===== src/rtl/mpdf_pkg.sv =====
// Shared types and constants of the mesh packet duplicate filter.
// No dependencies; imported by the filter and its checker.
`default_nettype none

package mpdf_pkg;

    // Fixed header geometry and configuration reset values
    localparam int unsigned HEADER_BYTES = 12;

    localparam logic [7:0]  OWN_ID_RST    = 8'd1;
    localparam logic [7:0]  BCAST_RST     = 8'd255;
    localparam logic [7:0]  SYNC_A_RST    = 8'd170;
    localparam logic [7:0]  SYNC_B_RST    = 8'd85;
    localparam logic [31:0] TTL_RST       = 32'd30000;

    localparam int unsigned CFG_IDX_W  = 3;
    localparam int unsigned CFG_DATA_W = 32;

    typedef enum logic [CFG_IDX_W-1:0] {
        CFG_OWN_ID  = 3'd0,
        CFG_BCAST   = 3'd1,
        CFG_SYNC_A  = 3'd2,
        CFG_SYNC_B  = 3'd3,
        CFG_TTL     = 3'd4
    } t_cfg_idx;

    typedef enum logic [2:0] {
        VD_SHORT    = 3'd0,
        VD_BAD_SYNC = 3'd1,
        VD_DUP      = 3'd2,
        VD_ACCEPT   = 3'd3,
        VD_SENT     = 3'd4
    } t_verdict;

    typedef enum logic [1:0] {
        ST_IDLE,
        ST_SCAN,
        ST_DRAIN,
        ST_RESOLVE
    } t_state;

    // One slot of the seen-packet cache
    typedef struct packed {
        logic [7:0]  src;
        logic [31:0] id;
        logic [31:0] stamp;
    } t_entry;

endpackage

`default_nettype wire


===== src/rtl/mesh_packet_dedup_filter.sv =====
// Receive-side duplicate filter for a flooding mesh: cache, sequencer, config registers.
// Depends on mpdf_pkg.
`default_nettype none

// Usage
//   Command channel: drive the header fields (or a sent-packet note with
//   i_func high) and raise start; the word is taken at the edge where start
//   is high and busy is low. Exactly one result word follows, shown on the
//   o_ result ports for a single cycle with o_strobe high.
//   Flow: a sent-packet note, a too-short header or a bad sync gives its
//   result in the cycle after acceptance, and busy stays low, so such words
//   may follow every cycle. A header that reaches the cache lookup keeps busy
//   high while the scan state reads one cache slot per cycle through
//   the single registered read port and checks it in one shared compare unit
//   (source, id and a 32-bit age subtract against the TTL); then the drain
//   state settles the last compare and the resolve state forms the verdict
//   and, on a miss, writes the slot. The result shows in the cycle busy falls.
//   The receiver cannot stall: it must take the word while o_strobe is high.
//   Configuration: i_cfg_valid with i_cfg_index/i_cfg_data; o_cfg_ready is
//   always high. Write only while idle. Unknown indexes are ignored.
//   Reset (i_rst_n low, synchronous) clears all valid bits and the write
//   pointer at once and loads the register defaults; no clearing pass.

module mesh_packet_dedup_filter
    import mpdf_pkg::*;
#(
    parameter int unsigned DEDUP_ENTRIES = 16
) (
    input  wire logic                  i_clk,
    input  wire logic                  i_rst_n,
    // command channel
    input  wire logic                  start,
    output logic                       busy,
    input  wire logic                  i_func,
    input  wire logic [7:0]            i_source_id,
    input  wire logic [7:0]            i_dest_addr,
    input  wire logic [31:0]           i_packet_id,
    input  wire logic [2:0]            i_hop_limit,
    input  wire logic [7:0]            i_sync_first,
    input  wire logic [7:0]            i_sync_second,
    input  wire logic [7:0]            i_packet_len,
    input  wire logic [31:0]           i_now_ms,
    // result
    output logic                       o_strobe,
    output logic [2:0]                 o_verdict,
    output logic                       o_for_us,
    output logic                       o_relay,
    output logic [2:0]                 o_relay_hop_limit,
    // configuration
    input  wire logic                  i_cfg_valid,
    output logic                       o_cfg_ready,
    input  wire logic [CFG_IDX_W-1:0]  i_cfg_index,
    input  wire logic [CFG_DATA_W-1:0] i_cfg_data
);

    localparam int unsigned IDX_W = (DEDUP_ENTRIES > 1) ? $clog2(DEDUP_ENTRIES) : 1;
    localparam logic [IDX_W-1:0] LAST_IDX = IDX_W'(DEDUP_ENTRIES - 1);
    localparam logic [7:0] MIN_LEN = 8'(HEADER_BYTES);

    // configuration registers
    logic [7:0]  r_own_id;
    logic [7:0]  r_bcast;
    logic [7:0]  r_sync_a;
    logic [7:0]  r_sync_b;
    logic [31:0] r_ttl;

    // sequencer and cache control
    t_state             r_state, n_state;
    logic [IDX_W-1:0]   r_scan_addr, n_scan_addr;
    logic [IDX_W-1:0]   r_wr_ptr, n_wr_ptr;
    logic               r_cmp_pend, n_cmp_pend;
    logic               r_hit, n_hit;
    logic [DEDUP_ENTRIES-1:0] r_valid;

    // latched header under lookup
    logic [7:0]  r_src;
    logic [7:0]  r_dst;
    logic [31:0] r_id;
    logic [2:0]  r_hops;
    logic [31:0] r_now;
    logic        ld_item;

    // cache storage and its registered read port
    t_entry      mem [DEDUP_ENTRIES];
    t_entry      r_rd_data;
    logic        r_rd_valid;
    logic        wr_en;
    t_entry      wr_data;

    // result registers
    logic        r_strobe, n_strobe;
    t_verdict    r_verdict, n_verdict;
    logic        r_for_us, n_for_us;
    logic        r_relay, n_relay;
    logic [2:0]  r_relay_hops, n_relay_hops;

    logic        len_ok;
    logic        sync_ok;
    logic        scan_last;
    logic [31:0] age;
    logic        match;

    assign busy        = (r_state != ST_IDLE);
    assign o_cfg_ready = 1'b1;

    assign o_strobe          = r_strobe;
    assign o_verdict         = r_verdict;
    assign o_for_us          = r_for_us;
    assign o_relay           = r_relay;
    assign o_relay_hop_limit = r_relay_hops;

    assign len_ok    = (i_packet_len >= MIN_LEN);
    assign sync_ok   = (i_sync_first == r_sync_a) && (i_sync_second == r_sync_b);
    assign scan_last = (r_scan_addr == LAST_IDX);

    // the shared compare unit: one slot per cycle, wrapping age against TTL
    assign age   = r_now - r_rd_data.stamp;
    assign match = r_cmp_pend && r_rd_valid && (r_rd_data.src == r_src) &&
                   (r_rd_data.id == r_id) && (age < r_ttl);

    // configuration writes
    always_ff @(posedge i_clk) begin
        if (!i_rst_n) begin
            r_own_id <= OWN_ID_RST;
            r_bcast  <= BCAST_RST;
            r_sync_a <= SYNC_A_RST;
            r_sync_b <= SYNC_B_RST;
            r_ttl    <= TTL_RST;
        end else if (i_cfg_valid && o_cfg_ready) begin
            case (t_cfg_idx'(i_cfg_index))
                CFG_OWN_ID: r_own_id <= i_cfg_data[7:0];
                CFG_BCAST:  r_bcast  <= i_cfg_data[7:0];
                CFG_SYNC_A: r_sync_a <= i_cfg_data[7:0];
                CFG_SYNC_B: r_sync_b <= i_cfg_data[7:0];
                CFG_TTL:    r_ttl    <= i_cfg_data[31:0];
                default: ;
            endcase
        end
    end

    // next state
    always_comb begin
        n_state = r_state;
        case (r_state)
            ST_IDLE: begin
                if (start && !i_func && len_ok && sync_ok) begin
                    n_state = ST_SCAN;
                end
            end
            ST_SCAN: begin
                if (scan_last) begin
                    n_state = ST_DRAIN;
                end
            end
            ST_DRAIN:   n_state = ST_RESOLVE;
            ST_RESOLVE: n_state = ST_IDLE;
            default:    n_state = ST_IDLE;
        endcase
    end

    // datapath control and result forming
    always_comb begin
        n_strobe     = 1'b0;
        n_verdict    = r_verdict;
        n_for_us     = r_for_us;
        n_relay      = r_relay;
        n_relay_hops = r_relay_hops;
        n_scan_addr  = r_scan_addr;
        n_cmp_pend   = 1'b0;
        n_hit        = r_hit;
        ld_item      = 1'b0;
        wr_en        = 1'b0;
        wr_data      = '{src: r_src, id: r_id, stamp: r_now};
        case (r_state)
            ST_IDLE: begin
                if (start) begin
                    n_for_us     = 1'b0;
                    n_relay      = 1'b0;
                    n_relay_hops = 3'd0;
                    if (i_func) begin
                        // own transmission: note it so echoes are dropped
                        wr_en     = 1'b1;
                        wr_data   = '{src: r_own_id, id: i_packet_id, stamp: i_now_ms};
                        n_strobe  = 1'b1;
                        n_verdict = VD_SENT;
                    end else if (!len_ok) begin
                        n_strobe  = 1'b1;
                        n_verdict = VD_SHORT;
                    end else if (!sync_ok) begin
                        n_strobe  = 1'b1;
                        n_verdict = VD_BAD_SYNC;
                    end else begin
                        ld_item     = 1'b1;
                        n_scan_addr = '0;
                        n_hit       = 1'b0;
                    end
                end
            end
            ST_SCAN: begin
                n_cmp_pend = 1'b1;
                n_hit      = r_hit | match;
                if (!scan_last) begin
                    n_scan_addr = r_scan_addr + IDX_W'(1);
                end
            end
            ST_DRAIN: begin
                n_hit = r_hit | match;
            end
            ST_RESOLVE: begin
                n_strobe = 1'b1;
                if (r_hit) begin
                    n_verdict = VD_DUP;
                end else begin
                    wr_en     = 1'b1;
                    n_verdict = VD_ACCEPT;
                    n_for_us  = (r_dst == r_own_id) || (r_dst == r_bcast);
                    if ((r_hops != 3'd0) && (r_dst != r_own_id)) begin
                        n_relay      = 1'b1;
                        n_relay_hops = r_hops - 3'd1;
                    end
                end
            end
            default: ;
        endcase
    end

    assign n_wr_ptr = !wr_en ? r_wr_ptr :
                      (r_wr_ptr == LAST_IDX) ? '0 : r_wr_ptr + IDX_W'(1);

    // control registers
    always_ff @(posedge i_clk) begin
        if (!i_rst_n) begin
            r_state     <= ST_IDLE;
            r_scan_addr <= '0;
            r_wr_ptr    <= '0;
            r_cmp_pend  <= 1'b0;
            r_hit       <= 1'b0;
            r_strobe    <= 1'b0;
            r_verdict   <= VD_SHORT;
            r_for_us    <= 1'b0;
            r_relay     <= 1'b0;
            r_relay_hops <= 3'd0;
        end else begin
            r_state     <= n_state;
            r_scan_addr <= n_scan_addr;
            r_wr_ptr    <= n_wr_ptr;
            r_cmp_pend  <= n_cmp_pend;
            r_hit       <= n_hit;
            r_strobe    <= n_strobe;
            r_verdict   <= n_verdict;
            r_for_us    <= n_for_us;
            r_relay     <= n_relay;
            r_relay_hops <= n_relay_hops;
        end
    end

    // valid bits, cleared together at reset
    always_ff @(posedge i_clk) begin
        if (!i_rst_n) begin
            r_valid <= '0;
        end else if (wr_en) begin
            r_valid[r_wr_ptr] <= 1'b1;
        end
    end

    // header hold registers
    always_ff @(posedge i_clk) begin
        if (ld_item) begin
            r_src  <= i_source_id;
            r_dst  <= i_dest_addr;
            r_id   <= i_packet_id;
            r_hops <= i_hop_limit;
            r_now  <= i_now_ms;
        end
    end

    // cache memory: one write port, one registered read port
    always_ff @(posedge i_clk) begin
        if (wr_en) begin
            mem[r_wr_ptr] <= wr_data;
        end
        r_rd_data  <= mem[r_scan_addr];
        r_rd_valid <= r_valid[r_scan_addr];
    end

endmodule

`default_nettype wire


===== config.mk =====
export PLATFORM = sky130hd
export DESIGN_NAME = mesh_packet_dedup_filter
export DESIGN_NICKNAME = d
export VERILOG_FILES = /design/src/rtl/mpdf_pkg.sv /design/src/rtl/mesh_packet_dedup_filter.sv
export SDC_FILE = /design/constraint.sdc
export NUM_CORES = 2
export LEC_CHECK = 0
export BUFFER_PORTS_ARGS = -buffer_cell sky130_fd_sc_hd__buf_2
export CAP_MARGIN = 15
export CORE_UTILIZATION = 48
export CTS_CLUSTER_DIAMETER = 150
export DETAILED_ROUTE_END_ITERATION = 12
export PLACE_DENSITY = 0.66
export RECOVER_POWER = 100
export REMOVE_ABC_BUFFERS = 1
export SYNTH_ARGS = -nofsm -noshare
export SYNTH_HDL_FRONTEND = slang
export SYNTH_SLANG_ARGS = --single-unit

===== constraint.sdc =====
create_clock -name i_clk -period 8.11 [get_ports i_clk]
set_input_delay 0.811 -clock i_clk [delete_from_list [all_inputs] [get_ports i_clk]]
set_output_delay 0.811 -clock i_clk [all_outputs]
set_load 0.02 [all_outputs]

======== After elaboration in Yosys (flattened, before gate mapping) ========
Memory sizes are Yosys's and may differ from the RTL's. A register that Yosys moved wholly into a read port is not among the register bits.
Index checks and enable logic that the tools add are counted.
W data, S select, Z words.
storage, ports and cells
  register bits ........................... 185
  bits in latches ......................... 0
  memory bits (writable) .................. 1,152
  bits in read-only memories .............. 0
  input port bits ......................... 147
  output and inout port bits .............. 11
  word-level logic and storage cells ...... 146
  memories kept ........................... 1
cells by class
  add/sub/neg operators ................... 4
  multiply operators ...................... 0
  divide/modulo/power cells ............... 0
  magnitude comparators ................... 5
  equal/unequal tests ..................... 26
  shift operators ......................... 0
  muxes and demuxes ....................... 55
  bitwise logic cells ..................... 2
  reductions and logical operators ........ 31
memory list
  name  depth  bits a word  rd ports  clocked after memory_dff  wr ports  RTL line                        text
  mem   16     72           1         1                         1         mesh_packet_dedup_filter.sv:84  t_entry mem [DEDUP_ENTRIES];
operators with widths
  operator               count
  $mux W72               3
  $eq A8 B8 Y1           5
  $eq A32 B32 Y1         1
  $lt A32 B32 Y1         1
  $sub A32 B32 Y32       1
  $mux W1                26
  $mux W4                6
  $mux W3                7
  $ne A2 B2 Y1 const B   9
  $or A16 B16 Y16        1
  $pmux W3 S2            2
  $reduce_and A2 Y1      6
  $logic_and A1 B1 Y1    10
  $lt A4 B5 Y1 const B   2
  $pmux W1 S2            5
  $add A4 B1 Y4 const B  2
  $eq A4 B4 Y1 const B   2
  $ge A8 B4 Y1 const B   1
  $ne A8 B8 Y1           1
  $pmux W2 S4            1
  $pmux W4 S2            1
  $reduce_bool A2 Y1     4
  $eq A3 B2 Y1 const B   2
  $reduce_and A3 Y1      2
  20 further kinds       22

======== Logic depth before layout (Yosys ltp) ========
  word-level depth ........................ 7
  mapped depth ............................ 21
  depth with buffers taken out ............ 21

======== Worst setup path after synthesis ========
No wires, ideal clock.
  path kind ............................... input to register
  from .................................... input port start
  to ...................................... memory mem[3][0] (netlist name), enable pin
  library setup time ...................... 0.593 ns
  arrival ................................. 6.663 ns
  data required time ...................... 7.517 ns
  slack ................................... 0.854 ns
  stages on the path ...................... 5
  path buffers ............................ 1
  path through ............................ nand3_1 > clkbuf_1 > a21oi_1 > nand2_1 > nor3_1
between the ends
  cells in the longest elaborated chain, start to end .. 4
RTL lines
  item                           RTL line                         text
  from (decl)                    mesh_packet_dedup_filter.sv:32   input wire logic start,
  $mux W1                        mesh_packet_dedup_filter.sv:176  if (start) begin
  $pmux W1 S2                    mesh_packet_dedup_filter.sv:174  case (r_state)
  $mux W1                        mesh_packet_dedup_filter.sv:279  if (wr_en) begin
  $mux W1 (not written as such)  mesh_packet_dedup_filter.sv:280  mem[r_wr_ptr] <= wr_data;
  to (decl)                      mesh_packet_dedup_filter.sv:84
Every way passes these cells.

======== Worst setup path after layout ========
  from .................................... register r_state[1]
  to ...................................... memory mem[7][45] (netlist name), enable pin
between the ends
  cells in the longest elaborated chain, start to end .. 4
  elaborated cells on any way between the ends .. 5
  those cells by class .................... eq/ne: 1; mux: 3; reduce/logical: 1
RTL lines
  item                                              RTL line                         text
  from (decl)                                       mesh_packet_dedup_filter.sv:68   t_state r_state, n_state;
  from (signal assigned)                            mesh_packet_dedup_filter.sv:244  r_state <= n_state;
  $eq A2 B2 Y1 or $logic_not A2 Y1 (tied branches)  mesh_packet_dedup_filter.sv:174
  $pmux W1 S2 *                                     mesh_packet_dedup_filter.sv:174
  $mux W1 *                                         mesh_packet_dedup_filter.sv:279
  $mux W1 (not written as such) *                   mesh_packet_dedup_filter.sv:280
Mark *: on every way between the ends. The rest lies on a longest branch, timed or not.

==> results.sh <==
export IMPL_final_count_of_hold_timing_violations=0
export IMPL_cell_depth_of_the_worst_min_delay_path=1
export IMPL_ir_drop_uv=218
export IMPL_slew_violations=736
export IMPL_drt_iter0_drc=2552
export IMPL_timing_final_setup_violations=0
export IMPL_power_internal_mw=12.2
export IMPL_synthXorXnorAreaFrac=0.0163
export IMPL_share_seq_of_total_power=0.525
export IMPL_grt_first_pass_wirelength_um=185000
export IMPL_routed_via_count_divided_by_cell_count=5.88
export IMPL_synth_async_sr_flop_share=0
export IMPL_grt_total_usage=0.218
export IMPL_regToRegEndpoint="mem[7][45]$_DFFE_PP_"
export IMPL_critPathTopFamily="simple AND/OR/NAND/NOR gates"
export IMPL_cellPowerDensity_nw_per_um2=248
export IMPL_combPwrFrac=0.056
export IMPL_max_clock_freq_mhz=149
export IMPL_post_synth_instance_area_um2=55200
export IMPL_fill_cells=8679
export IMPL_drc_errors=0
export IMPL_reg2reg_setup_slack_ns=1.42
export IMPL_die_footprint_um2=116000
export IMPL_die_span_in_x_um=341
export IMPL_clockRootBuffer="clkbuf_16"
export IMPL_clock_skew_final_ns=0.0216
export IMPL_path_cells="inv_1 -> ha_1 -> nand3_1 -> a21oi_1 -> nand2_1 -> nor2_1 -> clkbuf_2"
export IMPL_synth_simple_gate_area_share=0.0283
export IMPL_place_gp_congestion=0.837
export IMPL_failed_checks="max-capacitance violations, max-slew violations"
export IMPL_largest_net_degree_at_the_start_of_global_routing=170
export IMPL_p_switching_mw=3.31
export IMPL_clock_tree_buffer_depth=3
export IMPL_synth_flop_cell="edfxtp_1"
export IMPL_synth_cell_types=61
export IMPL_timing_setup_critical_path_class="reg -> reg"
export IMPL_critPathMaxFanout=30
export IMPL_hold_path_startpoint="i_source_id[7]"
export IMPL_max_slew_worst_pin_slew_ns=4.47
export IMPL_synth_fa_ha_area_frac=0.0169
export IMPL_worst_setup_hold_path_clk_slew_ns=0.06
export IMPL_worstHoldPathType="in -> reg"
export IMPL_grt_antenna_before_repair=3
export IMPL_fin_setup_tns_ns=0
export IMPL_fp_dieH_um=341
export IMPL_holdPathEnd="r_src[7]$_DFFE_PP_"
export IMPL_clock_power_share=0.419
export IMPL_synth_area_mux_share=0.164
export IMPL_cp_start_kind="flip-flop"
export IMPL_yosysWarningCount=0
export IMPL_core_area_um2=114000
export IMPL_ctsHtreeMaxLevel=4
export IMPL_critical_path_n_buffers_inverters=2
export IMPL_final_period_minus_worst_setup_slack_ns=6.69
export IMPL_timing_critical_path_slowest_stage_cell="nand3_1"
export IMPL_drive_gt1_frac=0.232
export IMPL_dpl_hpwl_um=68600
export IMPL_final_period_utilization=0.825
export IMPL_grt_pass1_vias=28200
export IMPL_first_drt_pass_iteration_count=6
export IMPL_slowest_stage_delay_cp_ns=1.59
export IMPL_rsz0062_at_grt="no"
export IMPL_syn_mean_instance_area_um2=20.0
export IMPL_cts_hold_fix_buffers=0
export IMPL_count_of_maximum_capacitance_violations=22
export IMPL_num_io_pins=158
export IMPL_finalWirelength_um=125000
export IMPL_detail_route_antenna_nets=0
export IMPL_core_rowCount=124
export IMPL_status="finished, violations left"
export IMPL_synth_edf_count=1235
export IMPL_cts_repair_resized=0
export IMPL_syn2layout_area_growth_pct=13.1
export IMPL_port_buffers=154
export IMPL_cts_buffers_inserted=144
export IMPL_clock_latency_ns=0.75
export IMPL_worst_endpoint_arrival_ns=7.04
export IMPL_wire_per_inst_um=27.1
export IMPL_ff2ff_path_depth=7
export IMPL_sw_frac_of_total=0.214
export IMPL_postSynthCellCount=2761
export IMPL_crit_path_end_kind="flip-flop"
export IMPL_total_placed_instance_area_um2=58000
export IMPL_tritoncts="built"
export IMPL_leading_cell_type_in_the_layout_fill_and_taps_excluded="edfxtp_1"
export IMPL_ys_ff_latch=1409
export IMPL_cts_setup_buffers=0
export IMPL_dominant_combinational_cell_family_by_area_after_synthesis="multiplexers"
export IMPL_nets=3210
export IMPL_synth_area_in_compound_gates=0.0253
export IMPL_r2r_start="r_state[1]$_SDFFE_PN0P_"
export IMPL_seq_area_frac_synth=0.735
export IMPL_static_leakage_nw=19.8
export IMPL_fin_area_um2=62400
export IMPL_critical_path_required_ns=8.46
export IMPL_max_slew_margin=-1.98
export IMPL_final_cell_mix="edfxtp_1 (1235), mux4_2 (365), dfxtp_1 (171), nand2_1 (157), clkbuf_16 (145)"
export IMPL_clock_sinks=1409
export IMPL_overflow_left_after_global_routing=0
export IMPL_initial_utilization=0.483
export IMPL_detailed_route_via_count=27200
-- state kept, by name, indices dropped and copies added (netlist names), 2 cells and up --
| signal | flops |
|---|---|
| r_rd_data | 72 |
| r_src | 8 |
| r_sync_a | 8 |
| r_id | 32 |
| r_sync_b | 8 |
| r_scan_addr | 4 |
| r_valid | 16 |
| r_hops | 3 |
| o_verdict | 3 |
| r_now | 32 |
| r_wr_ptr | 4 |
| r_dst | 8 |
| r_state | 2 |
| o_relay_hop_limit | 3 |
| r_bcast | 8 |
| r_ttl | 32 |
| r_own_id | 8 |
| mem | 1152 |
-- area by class of cell --
type | count | area [um^2] | area share
flip-flops and latches | 1409 | 40600 | 0.650
multi-input cells | 1154 | 13900 | 0.223
clock buffers | 190 | 3890 | 0.0623
well taps | 1512 | 1890 | 0.0303
repair buffers | 203 | 1070 | 0.0172
clock inverters | 74 | 763 | 0.0122
inverters | 77 | 289 | 0.00463
diodes | 1 | 2.50 | 0.0000401
-- synth_stat cells (all sizes together) (17+ instances only) --
library cell / instances / area [um^2]
edfxtp: 1235 / 37100
mux4: 365 / 8220
dfxtp: 174 / 3480
nand2: 157 / 589
clkbuf: 92 / 345
inv: 77 / 289
ha: 73 / 913
mux2: 72 / 811
xnor2: 58 / 508
a21boi: 48 / 360
nor2: 45 / 169
xor2: 45 / 394
a21oi: 43 / 215
buf: 29 / 135
a21o: 27 / 203
nand3: 27 / 135
o21ai: 23 / 115
nand4: 20 / 125
o21a: 19 / 143
nor3: 17 / 90.1
-- metrics by stage --
stage / worst slack [ns] / cells / hold WS (ns) / total power [mW] / utilization
after floorplan: -5.89 / 2640 / 0.435 / 8.85 / -
after global placement: 2.54 / 4354 / 0.442 / 9.13 / 0.508
after detailed placement: 2.42 / 4355 / 0.448 / 9.17 / 0.508
after CTS: 2.38 / 4619 / 0.193 / 15.6 / 0.549
after global routing: 1.10 / 4620 / 0.214 / 16.0 / 0.547
final: 1.42 / 4620 / 0.238 / 15.5 / 0.547
-- per-layer routing --
layer	GRT usage	up-vias	share of wire
met1	0.296	14500	0.42
li1	-	11600	-
met5	0	-	0.00025
met4	0.0645	4	0.022
met3	0.0330	173	0.056
met2	0.368	871	0.51
-- how the worst max path moves through the flow --
| stage | from | endpoint | cells past startpoint |
|---|---|---|---|
| 5_1_grt | r_state[0]$_SDFFE_PN0P_ | mem[7][54]$_DFFE_PP_ | 7 |
| 3_3_place_gp | r_now[0]$_DFFE_PP_ | r_hit$_SDFFE_PN0P_ | 21 |
| 3_5_place_dp | r_now[0]$_DFFE_PP_ | r_hit$_SDFFE_PN0P_ | 21 |
| 6_report | r_state[1]$_SDFFE_PN0P_ | mem[7][45]$_DFFE_PP_ | 7 |
| 2_1_floorplan | r_scan_addr[0]$_SDFFE_PN0P_ | r_scan_addr[0]$_SDFFE_PN0P_ | 6 |
| 4_1_cts | r_now[0]$_DFFE_PP_ | r_hit$_SDFFE_PN0P_ | 21 |
-- cells by family after synthesis --
kind of cell,after synthesis
AO/OA/AOI/OAI,203
other,1
adder cells (fa/ha/maj),74
XOR/XNOR,103
buffers and inverters,198
flip-flops,1409
multiplexers,441
AND/OR/NAND/NOR,332
-- power by group through the flow --
stage               logic (mW)  clock network (mW)  registers (mW)
floorplan                0.568                   0            8.29
global placement         0.855                   0            8.28
detailed placement       0.890                   0            8.28
CTS                      0.895                6.60            8.13
global route             0.951                6.87            8.14
finish                   0.874                6.49            8.14
No activity file was read; power rests on OpenSTA's default activity.
